## config.mk

```make
export PLATFORM = sky130hd
export DESIGN_NAME = d2q9me_feed
export DESIGN_NICKNAME = d
export VERILOG_FILES = /design/src/hdl/d2q9me_pkg.sv /design/src/hdl/d2q9me_feed.sv
export SDC_FILE = /design/constraint.sdc
export NUM_CORES = 1
export LEC_CHECK = 0
export ABC_CLOCK_PERIOD_IN_PS = 21800
export CORE_AREA = 4 4 277 279
export DETAILED_ROUTE_END_ITERATION = 8
export DIE_AREA = 0 0 281 283
export DONT_BUFFER_PORTS = 1
export GPL_ROUTABILITY_DRIVEN = 0
export SLEW_MARGIN = 40
export SYNTH_ARGS = -nofsm -noshare
export SYNTH_HDL_FRONTEND = slang
export SYNTH_SLANG_ARGS = --single-unit
```

## constraint.sdc

```tcl
create_clock -name clk -period 21.8 [get_ports clk]
set_input_delay 2.18 -clock clk [delete_from_list [all_inputs] [get_ports clk]]
set_output_delay 2.18 -clock clk [all_outputs]
set_load 0.005 [all_outputs]
```

## src/hdl/d2q9me_pkg.sv

```systemverilog
// ----------------------------------------------------------------------------
// d2q9me_pkg
// shared types, constants and fixed-point helpers for the d2q9 moments and
// equilibrium pipeline
// ----------------------------------------------------------------------------
package d2q9me_pkg;

    localparam int FRAC_BITS     = 24;
    localparam int DATA_WIDTH    = 32;
    localparam int PROD_WIDTH    = 2 * DATA_WIDTH;
    localparam int SUM_WIDTH     = DATA_WIDTH + 4;
    localparam int NUM_DIR       = 9;
    localparam int DIR_WIDTH     = 4;
    localparam int REG_IDX_WIDTH = 3;

    typedef logic signed [DATA_WIDTH-1:0] word_t;
    typedef logic signed [PROD_WIDTH-1:0] prod_t;
    typedef logic signed [SUM_WIDTH-1:0]  sum_t;
    typedef logic [DIR_WIDTH-1:0]         dir_t;

    // lattice directions
    localparam dir_t DIR_REST = 4'd0;
    localparam dir_t DIR_E    = 4'd1;
    localparam dir_t DIR_NE   = 4'd2;
    localparam dir_t DIR_N    = 4'd3;
    localparam dir_t DIR_NW   = 4'd4;
    localparam dir_t DIR_W    = 4'd5;
    localparam dir_t DIR_SW   = 4'd6;
    localparam dir_t DIR_S    = 4'd7;
    localparam dir_t DIR_SE   = 4'd8;
    localparam dir_t DIR_LAST = DIR_SE;

    // configuration register indexes
    typedef enum logic [REG_IDX_WIDTH-1:0] {
        REG_XI_SCALE       = 3'd0,
        REG_RHO_REF        = 3'd1,
        REG_INV_RHO_REF    = 3'd2,
        REG_INV_RT         = 3'd3,
        REG_LAMBDA_REF     = 3'd4,
        REG_INV_LAMBDA_REF = 3'd5,
        REG_TIME_STEP      = 3'd6
    } reg_idx_t;

    localparam word_t WORD_MAX = {1'b0, {(DATA_WIDTH-1){1'b1}}};
    localparam word_t WORD_MIN = {1'b1, {(DATA_WIDTH-1){1'b0}}};

    function automatic word_t sat_const(input longint v);
        if (v > longint'(WORD_MAX)) begin
            return WORD_MAX;
        end
        return word_t'(v);
    endfunction

    localparam longint ONE_Q = longint'(1) <<< FRAC_BITS;

    localparam word_t HALF_Q = sat_const((ONE_Q + 1) / 2);
    localparam word_t W_REST = sat_const((4 * ONE_Q + 4) / 9);
    localparam word_t W_AXIS = sat_const((ONE_Q + 4) / 9);
    localparam word_t W_DIAG = sat_const((ONE_Q + 18) / 36);

    typedef struct packed {
        word_t xi_scale;
        word_t rho_ref;
        word_t inv_rho_ref;
        word_t inv_rt;
        word_t lambda_ref;
        word_t inv_lambda_ref;
        word_t time_step;
    } cfg_t;

    localparam cfg_t CFG_RESET = '{
        xi_scale:       sat_const(ONE_Q),
        rho_ref:        sat_const(ONE_Q),
        inv_rho_ref:    sat_const(ONE_Q),
        inv_rt:         sat_const(3 * ONE_Q),
        lambda_ref:     sat_const((3 * ONE_Q + 1) / 2),
        inv_lambda_ref: sat_const((2 * ONE_Q + 1) / 3),
        time_step:      sat_const(ONE_Q)
    };

    typedef struct packed {
        word_t [NUM_DIR-1:0] pops;
        word_t               force_x;
        word_t               force_y;
        logic                face;
    } item_t;

    typedef struct packed {
        dir_t dir;
        logic last;
    } tag_t;

    typedef struct packed {
        logic  valid;
        tag_t  tag;
        item_t item;
    } beat_t;

    typedef struct packed {
        logic  valid;
        tag_t  tag;
        word_t rho;
        word_t ux;
        word_t uy;
        word_t pres;
    } mom_t;

    typedef struct packed {
        dir_t  dir;
        word_t equilibrium;
        word_t density;
        word_t velocity_x;
        word_t velocity_y;
        word_t pressure;
        logic  last;
    } res_t;

    // sign extension into the sum width
    function automatic sum_t ext(input word_t w);
        return sum_t'(w);
    endfunction

    function automatic word_t sat_sum(input sum_t v);
        logic [SUM_WIDTH-DATA_WIDTH:0] hi;
        hi = v[SUM_WIDTH-1:DATA_WIDTH-1];
        if (&hi || ~|hi) begin
            return word_t'(v[DATA_WIDTH-1:0]);
        end
        return v[SUM_WIDTH-1] ? WORD_MIN : WORD_MAX;
    endfunction

    // full signed product of two words
    function automatic prod_t mul(input word_t a, input word_t b);
        return prod_t'(a) * prod_t'(b);
    endfunction

    // round magnitude to nearest (ties away from zero) and saturate
    function automatic word_t rnd_sat(input prod_t p);
        logic                  neg;
        logic [PROD_WIDTH-1:0] mag;
        logic [PROD_WIDTH-1:0] rnd;
        logic [PROD_WIDTH-1:0] max_mag;
        neg     = p[PROD_WIDTH-1];
        mag     = neg ? PROD_WIDTH'(-p) : PROD_WIDTH'(p);
        rnd     = (mag + (PROD_WIDTH'(1) << (FRAC_BITS - 1))) >> FRAC_BITS;
        max_mag = (PROD_WIDTH'(1) << (DATA_WIDTH - 1)) - PROD_WIDTH'(!neg);
        if (rnd > max_mag) begin
            rnd = max_mag;
        end
        return neg ? word_t'(DATA_WIDTH'(-rnd)) : word_t'(DATA_WIDTH'(rnd));
    endfunction

endpackage

```

## src/hdl/d2q9me_feed.sv

```systemverilog
// ----------------------------------------------------------------------------
// d2q9me_feed
// input holding register and direction sequencer: one beat per direction
// ----------------------------------------------------------------------------
module d2q9me_feed (
    input  logic              clk,
    input  logic              rst_n,
    input  logic              en,
    input  logic              in_valid,
    output logic              in_ready,
    input  d2q9me_pkg::item_t item,
    output d2q9me_pkg::beat_t beat
);
    import d2q9me_pkg::*;

    logic  hold_valid_reg;
    dir_t  dir_reg;
    item_t item_reg;
    logic  step_last;
    logic  take;

    assign step_last = (dir_reg == DIR_LAST);
    assign in_ready  = !hold_valid_reg || (en && step_last);
    assign take      = in_valid && in_ready;

    always_ff @(posedge clk or negedge rst_n)
    begin
        if (!rst_n)
        begin
            hold_valid_reg <= 1'b0;
            dir_reg        <= DIR_REST;
        end
        else if (take)
        begin
            hold_valid_reg <= 1'b1;
            dir_reg        <= DIR_REST;
        end
        else if (en && hold_valid_reg)
        begin
            if (step_last)
            begin
                hold_valid_reg <= 1'b0;
                dir_reg        <= DIR_REST;
            end
            else
            begin
                dir_reg <= dir_reg + DIR_WIDTH'(1);
            end
        end
    end

    always_ff @(posedge clk)
    begin
        if (take)
        begin
            item_reg <= item;
        end
    end

    assign beat.valid    = hold_valid_reg;
    assign beat.tag.dir  = dir_reg;
    assign beat.tag.last = step_last;
    assign beat.item     = item_reg;

endmodule

```

### Yosys cells after proc, flatten, opt, wreduce, memory -nomap -nowiden

Index checks and enable logic that the tools add are counted.

* add/subtract/negate cells: 1
* equality and inequality tests: 1
* muxes and demuxes: 6
* reductions and logical operators: 8

Operators by type and width (number)
* 2-to-1 mux 4 bit: 3
* adder 4 x 1 -> 4 bit (second input constant): 1
* equality test 4 bit (second input constant): 1
* nonzero test 2 bit: 2
* logical AND 1 bit: 3
* 2-to-1 mux 1 bit: 3
* AND reduction 2 bit: 1
* logical NOT 1 bit: 1
* logical OR 1 bit: 1

* register bits: 358
* input port bits: 357
* output and inout port bits: 360
* logic and storage cells: 30

### Logic depth before layout (Yosys ltp)

Gate-level depths: netlist of run 1.

* depth in word-level cells: 6
* depth in mapped cells: 6

### Worst setup path before layout of run 1

No wires, ideal clock.

* path kind: input-to-reg
* start point: input en
* end point: register item_reg (netlist bit beat[0]), enable pin
* data arrival time: 10.313 ns
* slack: 10.727 ns
* cell stages on the path: 2
* buffers on the path: 0
* path through: a21bo_1 -> and2_1

* word-level cells in the longest chain between the ends: 3

Ends and longest elaborated chain
* start: declaration: line d2q9me_feed.sv:8 `input logic en,`
* logical AND 1 bit: line d2q9me_feed.sv:23 `assign in_ready = !hold_valid_reg || (en && step_last);`
* logical OR 1 bit: line d2q9me_feed.sv:23
* logical AND 1 bit: line d2q9me_feed.sv:24 `assign take = in_valid && in_ready;`
* net take: line d2q9me_feed.sv:20 `logic take;`
* end signal: assignment: line d2q9me_feed.sv:56 `item_reg <= item;`
* end: declaration: line d2q9me_feed.sv:18 `item_t item_reg;`

The timed path passes the listed nets, and every way through them passes these cells.
A chain may end at the register's enable or synchronous reset.

### Final worst setup path of run 1

* start point: input en
* end point: register item_reg (netlist bit beat[170]), enable pin

The elaborated chain is that of the path after synthesis.

==> impl_metrics.ini, run 1 <==
[logic_synthesis]
ys_warn_count = 0
synth_seq_cells = 358
yosysTopAreaCell = edfxtp_1
synth_nets = 750
synth_top_area_share = 0.970
synth_cell_types = 22
netlist_area_mm2 = 0.0109
seq_area_frac_synth = 0.981
synthTopCellsByArea = edfxtp_1 (97%), dfrtp_1 (1.1%), ha_1 (0.23%)
avgSynthCellArea_um2 = 28.0
synthCells = 391

[finish]
fin_cells = 1425
drive_above_1_share = 0.125
area_growth_pct = 21.5
largest_register_ffs = 353
final_cell_mix = edfxtp_1 (353), clkbuf_16 (37), nand2_1 (5), dfrtp_1 (5)
final_common_cell = edfxtp_1
fin_area_mm2 = 0.0133
num-nets-final = 791

[timing]
tightest_slew_ns = 0.831
slew_viol_final = 0
clock_skew_ns = 0.00988
timing.slew.headroom = 0.446
timing.final.crit_period_ns = 4.71
hold_viol_final = 0
hold_slack_ns = 0.604
rsz0062_at_grt = false
finalCritPeriodShare = 0.216
setup_viol = 0
max_freq_ghz = 0.213
tns_ns = 0

[floorplanning]
start_util = 0.147
coreArea_mm2 = 0.0742
dieHeight_um = 283
dieArea_mm2 = 0.0795
die_w_um = 281
ios = 717
core.rowCount = 100

[power_and_ir_drop]
power_leakage_uw = 0.00393
vdd_drop_max_uv = 58.9
powerDensity_mw_per_mm2 = 118

[clock_tree]
clock-sinks = 358
cts_root_buffer = clkbuf_16
cts_htree_levels = 2
cts_buffers = 37
cts_tree = yes
clk_path_buf_depth = 3
cts_setup_buffers = 0
cts_resized = 0
cts-hold-fix-buffers = 0
clk_pin_slew_ns = 0.06
clk_latency_ns = 0.53

[worst_setup_path]
crit_chain = a21bo_1, and2_4, buf_4, buf_4, buf_4
max_stage_delay_ns = 0.77
path_buf_inv = 3
crit_path_frequent_cell = buf_4
crit_slowest_cell = buf_4
crit_family = buffers and inverters
cp.depth = 5
worstSetupPathType = in2reg
cp_data_required_time_ns = 21.95
r2r_cells = 8
worst_setup_path_start_kind = primary input
r2r_start = dir_reg[0]$_DFFE_PN0P_
r2r_end = beat[170]$_DFFE_PN_
critPathMaxFanout = 69
critPathCaptureType = flip-flop
r2r_setup_slack_ns = 17.68
cp_data_arrival_time_ns = 4.85

[worst_hold_path]
hold_path_class = reg2reg
holdPathStages = 1
whs_endpoint = dir_reg[1]$_DFFE_PN0P_
hp-start = dir_reg[1]$_DFFE_PN0P_

[placed_design]
numPortBuffers = 0
hpwl_um = 26100
dp.cells = 1361
place_area_mm2 = 0.0122

[grt]
grt_usage = 0.0752
grt_max_degree = 91
antenna_found_initial = 23
overflow = 0
grt_pass1_wl_um = 40800
grt_pass1_vias = 4312

[route]
wl_met1_um = 9150
wire_per_inst_um = 23.2
antenna_left = 0
route.met3.wl_um = 5940
drt-initial-drc-count = 327
wl_met2_um = 16500
finalWirelength_um = 33100
avgViaCountPerCell = 3.03
vias = 4319
firstDrtPassIters = 4
drc = 0
dr.max_layer_used = met5

[flow_run]
cap_viol_max_count = 0

[run_status]
status = complete, no violations
-- kinds of logic after synthesis --
family,Yosys count,share of synthesized area
adders and majority gates,2,0.00229
DFF,358,0.981
and+or+nand+nor,14,0.00652
buffers and inverters,8,0.00412
AOI/OAI and AO/OA,8,0.00504
muxes,1,0.000916
-- layout make-up --
class                   instances  area [um2]
fillers                      7876       60900
flip-flops and latches        358       10700
well taps                     969        1210
clock buffers                  41         941
multi-input cells              25         164
clock inverters                13         140
repair buffers                  6        61.3
diodes                          9        22.5
inverters                       4        15.0
-- how the worst max path moves through the flow --
stage	start	end	slack, ns
floorplan	en	beat[0]$_DFFE_PN_	10.73
finish	en	beat[170]$_DFFE_PN_	17.09
global route	en	beat[221]$_DFFE_PN_	16.92
CTS	en	beat[221]$_DFFE_PN_	17.16
detailed placement	en	beat[159]$_DFFE_PN_	16.57
global placement	en	beat[159]$_DFFE_PN_	16.70
-- cells in the mapped netlist --
| library cell | n |
|---|---|
| a21bo_1 | 1 |
| a21o_1 | 1 |
| a21oi_1 | 2 |
| a31oi_1 | 1 |
| and2_1 | 1 |
| and3b_1 | 1 |
| buf_4 | 2 |
| buf_6 | 1 |
| clkbuf_1 | 1 |
| dfrtp_1 | 5 |
| edfxtp_1 | 353 |
| ha_1 | 2 |
| inv_1 | 4 |
| mux2i_1 | 1 |
| nand2_1 | 5 |
| nand3_1 | 3 |
| nor2_1 | 1 |
| nor2b_1 | 1 |
| o2111ai_1 | 1 |
| o21ai_0 | 1 |
| o31ai_1 | 1 |
| or3_1 | 2 |
-- routing by layer --
| layer | GRT usage | up-vias |
|---|---|---|
| li1 | - | 1663 |
| met4 | 0.0356 | 18 |
| met1 | 0.0646 | 2086 |
| met5 | 0 | - |
| met2 | 0.129 | 471 |
| met3 | 0.0555 | 81 |
-- through the flow --
stage	power, uW	utilization	setup WS (ns)
after floorplan	995	-	10.73
after global placement	998	0.164	16.70
after detailed placement	1000	0.164	16.57
after CTS	1600	0.178	17.16
after global routing	1640	0.179	16.92
final	1570	0.179	17.09
-- power by group --
group / switching (uW) / internal [uW]
Combinational: 53.5 / 11.6
Clock: 248 / 333
Sequential: 56.8 / 864
Power figures use the tool's default switching activity.
==> inputs of run 2 (changes only) <==
--- a/config.mk
+++ b/config.mk
@@ -5,7 +5,8 @@
 export SDC_FILE = /design/constraint.sdc
 export NUM_CORES = 1
 export LEC_CHECK = 0
-export ABC_CLOCK_PERIOD_IN_PS = 21800
+export ABC_AREA = 1
+export ABC_CLOCK_PERIOD_IN_PS = 4800
 export CORE_AREA = 4 4 277 279
 export DETAILED_ROUTE_END_ITERATION = 8
 export DIE_AREA = 0 0 281 283
==> constraint.sdc (replaced) <==
create_clock -name clk -period 4.8 [get_ports clk]
set_input_delay 0.48 -clock clk [delete_from_list [all_inputs] [get_ports clk]]
set_output_delay 0.48 -clock clk [all_outputs]
set_load 0.005 [all_outputs]
==> impl_metrics.ini, run 2 <==
[logic_synthesis]
synthCells = 407
netlist_area_mm2 = 0.0109
synth_nets = 766
synth_cell_types = 12
synthTopCellsByArea = edfxtp_1 (97%), dfrtp_1 (1.1%), nand2_1 (0.65%)
seq_area_frac_synth = 0.980
synth_edf_count = 353
avgSynthCellArea_um2 = 26.9
yosys.area_share.simple = 0.0122
yosys.area_share.adder = 0.00229
yosysTopAreaCell = edfxtp_1
synth_compound_area_frac = 0.000457
synth_top_area_share = 0.968
synth_mux_area_frac = 0
synth_top_family_by_area = simple AND/OR/NAND/NOR gates
synthXorXnorAreaFrac = 0
yosys_most_used_dff = edfxtp_1
async_flop_share = 0.0140
ys_top_cells_by_count = edfxtp_1 (353), nand2_1 (19), inv_1 (11)
synth_seq_cells = 358
ys_warn_count = 0
synth_most_common_cell = edfxtp_1

[placed_design]
place_area_mm2 = 0.0122
hpwl_um = 25800
numPortBuffers = 0

[floorplanning]
ios = 717
dieHeight_um = 283
core.rowCount = 100
start_util = 0.148
die_w_um = 281

[clock_tree]
cts-hold-fix-buffers = 291
clock-sinks = 358
cts_resized = 0
cts_root_buffer = clkbuf_16
cts_buffers = 39
cts_setup_buffers = 0
cts_htree_levels = 2
clk_path_buf_depth = 3

[run_status]
outcome.stop_stage = 4_1_cts
toolErrorMsg = [ERROR RSZ-0060] Max buffer count reached.
status = aborted with a tool error
==> run 2: cell types whose count changed after synthesis, sizes merged, moves of 2 or more <==
cell   delta
nor2      +4
or3       -2
nand2    +16
inv       +8
nand3     +2
==> run 2: through the flow <==
step,cells,worst slack [ns],util,hold slack [ns]
2_1_floorplan,407,-1.75,-,0.184
3_3_place_gp,1378,2.31,0.165,0.185
3_5_place_dp,1378,2.27,0.165,0.185
==> run 2: cells by family after synthesis <==
group	count (synthesis)
flops	358
simple gates	32
buf+inv	14
fa+ha+maj	2
compound gates	1
==> inputs of run 3 (changes only) <==
--- a/config.mk
+++ b/config.mk
@@ -7,11 +7,12 @@
 export LEC_CHECK = 0
 export ABC_AREA = 1
 export ABC_CLOCK_PERIOD_IN_PS = 4800
-export CORE_AREA = 4 4 277 279
+export CORE_AREA = 4 4 278 280
 export DETAILED_ROUTE_END_ITERATION = 8
-export DIE_AREA = 0 0 281 283
+export DIE_AREA = 0 0 282 284
 export DONT_BUFFER_PORTS = 1
 export GPL_ROUTABILITY_DRIVEN = 0
+export PLACE_DENSITY_LB_ADDON = 0.15
 export SLEW_MARGIN = 40
 export SYNTH_ARGS = -nofsm -noshare
 export SYNTH_HDL_FRONTEND = slang
==> impl_metrics.ini, run 3 <==
[placed_design]
numPortBuffers = 0
hpwl_um = 26000

[clock_tree]
cts-hold-fix-buffers = 291
cts_buffers = 40
clock-sinks = 358
cts_resized = 0
cts_setup_buffers = 0
clk_path_buf_depth = 3
cts_root_buffer = clkbuf_16
cts_htree_levels = 2

[logic_synthesis]
synth_nets = 766
synth_edf_count = 353
ys_warn_count = 0
async_flop_share = 0.0140
avgSynthCellArea_um2 = 26.9
synth_top_area_share = 0.968
synthTopCellsByArea = edfxtp_1 (97%), dfrtp_1 (1.1%), nand2_1 (0.65%)
synthCells = 407
ys_top_cells_by_count = edfxtp_1 (353), nand2_1 (19), inv_1 (11)
synth_seq_cells = 358
netlist_area_mm2 = 0.0109
synth_cell_types = 12
seq_area_frac_synth = 0.980
synth_most_common_cell = edfxtp_1
yosysTopAreaCell = edfxtp_1
yosys_most_used_dff = edfxtp_1

[floorplanning]
core.rowCount = 100
dieHeight_um = 284
start_util = 0.147
die_w_um = 282
ios = 717

[run_status]
toolErrorMsg = [ERROR RSZ-0060] Max buffer count reached.
outcome.stop_stage = 4_1_cts
status = aborted with a tool error
==> run 3: kinds of logic after synthesis <==
family | count (synthesis) | share of synthesized area
DFF | 358 | 0.980
and+or+nand+nor | 32 | 0.0122
buffers and inverters | 14 | 0.00548
adders and majority gates | 2 | 0.00229
AOI/OAI and AO/OA | 1 | 0.000457
==> run 3: per-stage QoR <==
| step | utilization | hold slack, ns | setup slack, ns | instance area (um2) | std cells |
|---|---|---|---|---|---|
| 3_5_place_dp | 0.164 | 0.185 | 1.95 | 12200 | 1378 |
| 2_1_floorplan | - | 0.184 | -1.75 | 11000 | 407 |
| 3_3_place_gp | 0.164 | 0.185 | 2.07 | 12200 | 1378 |
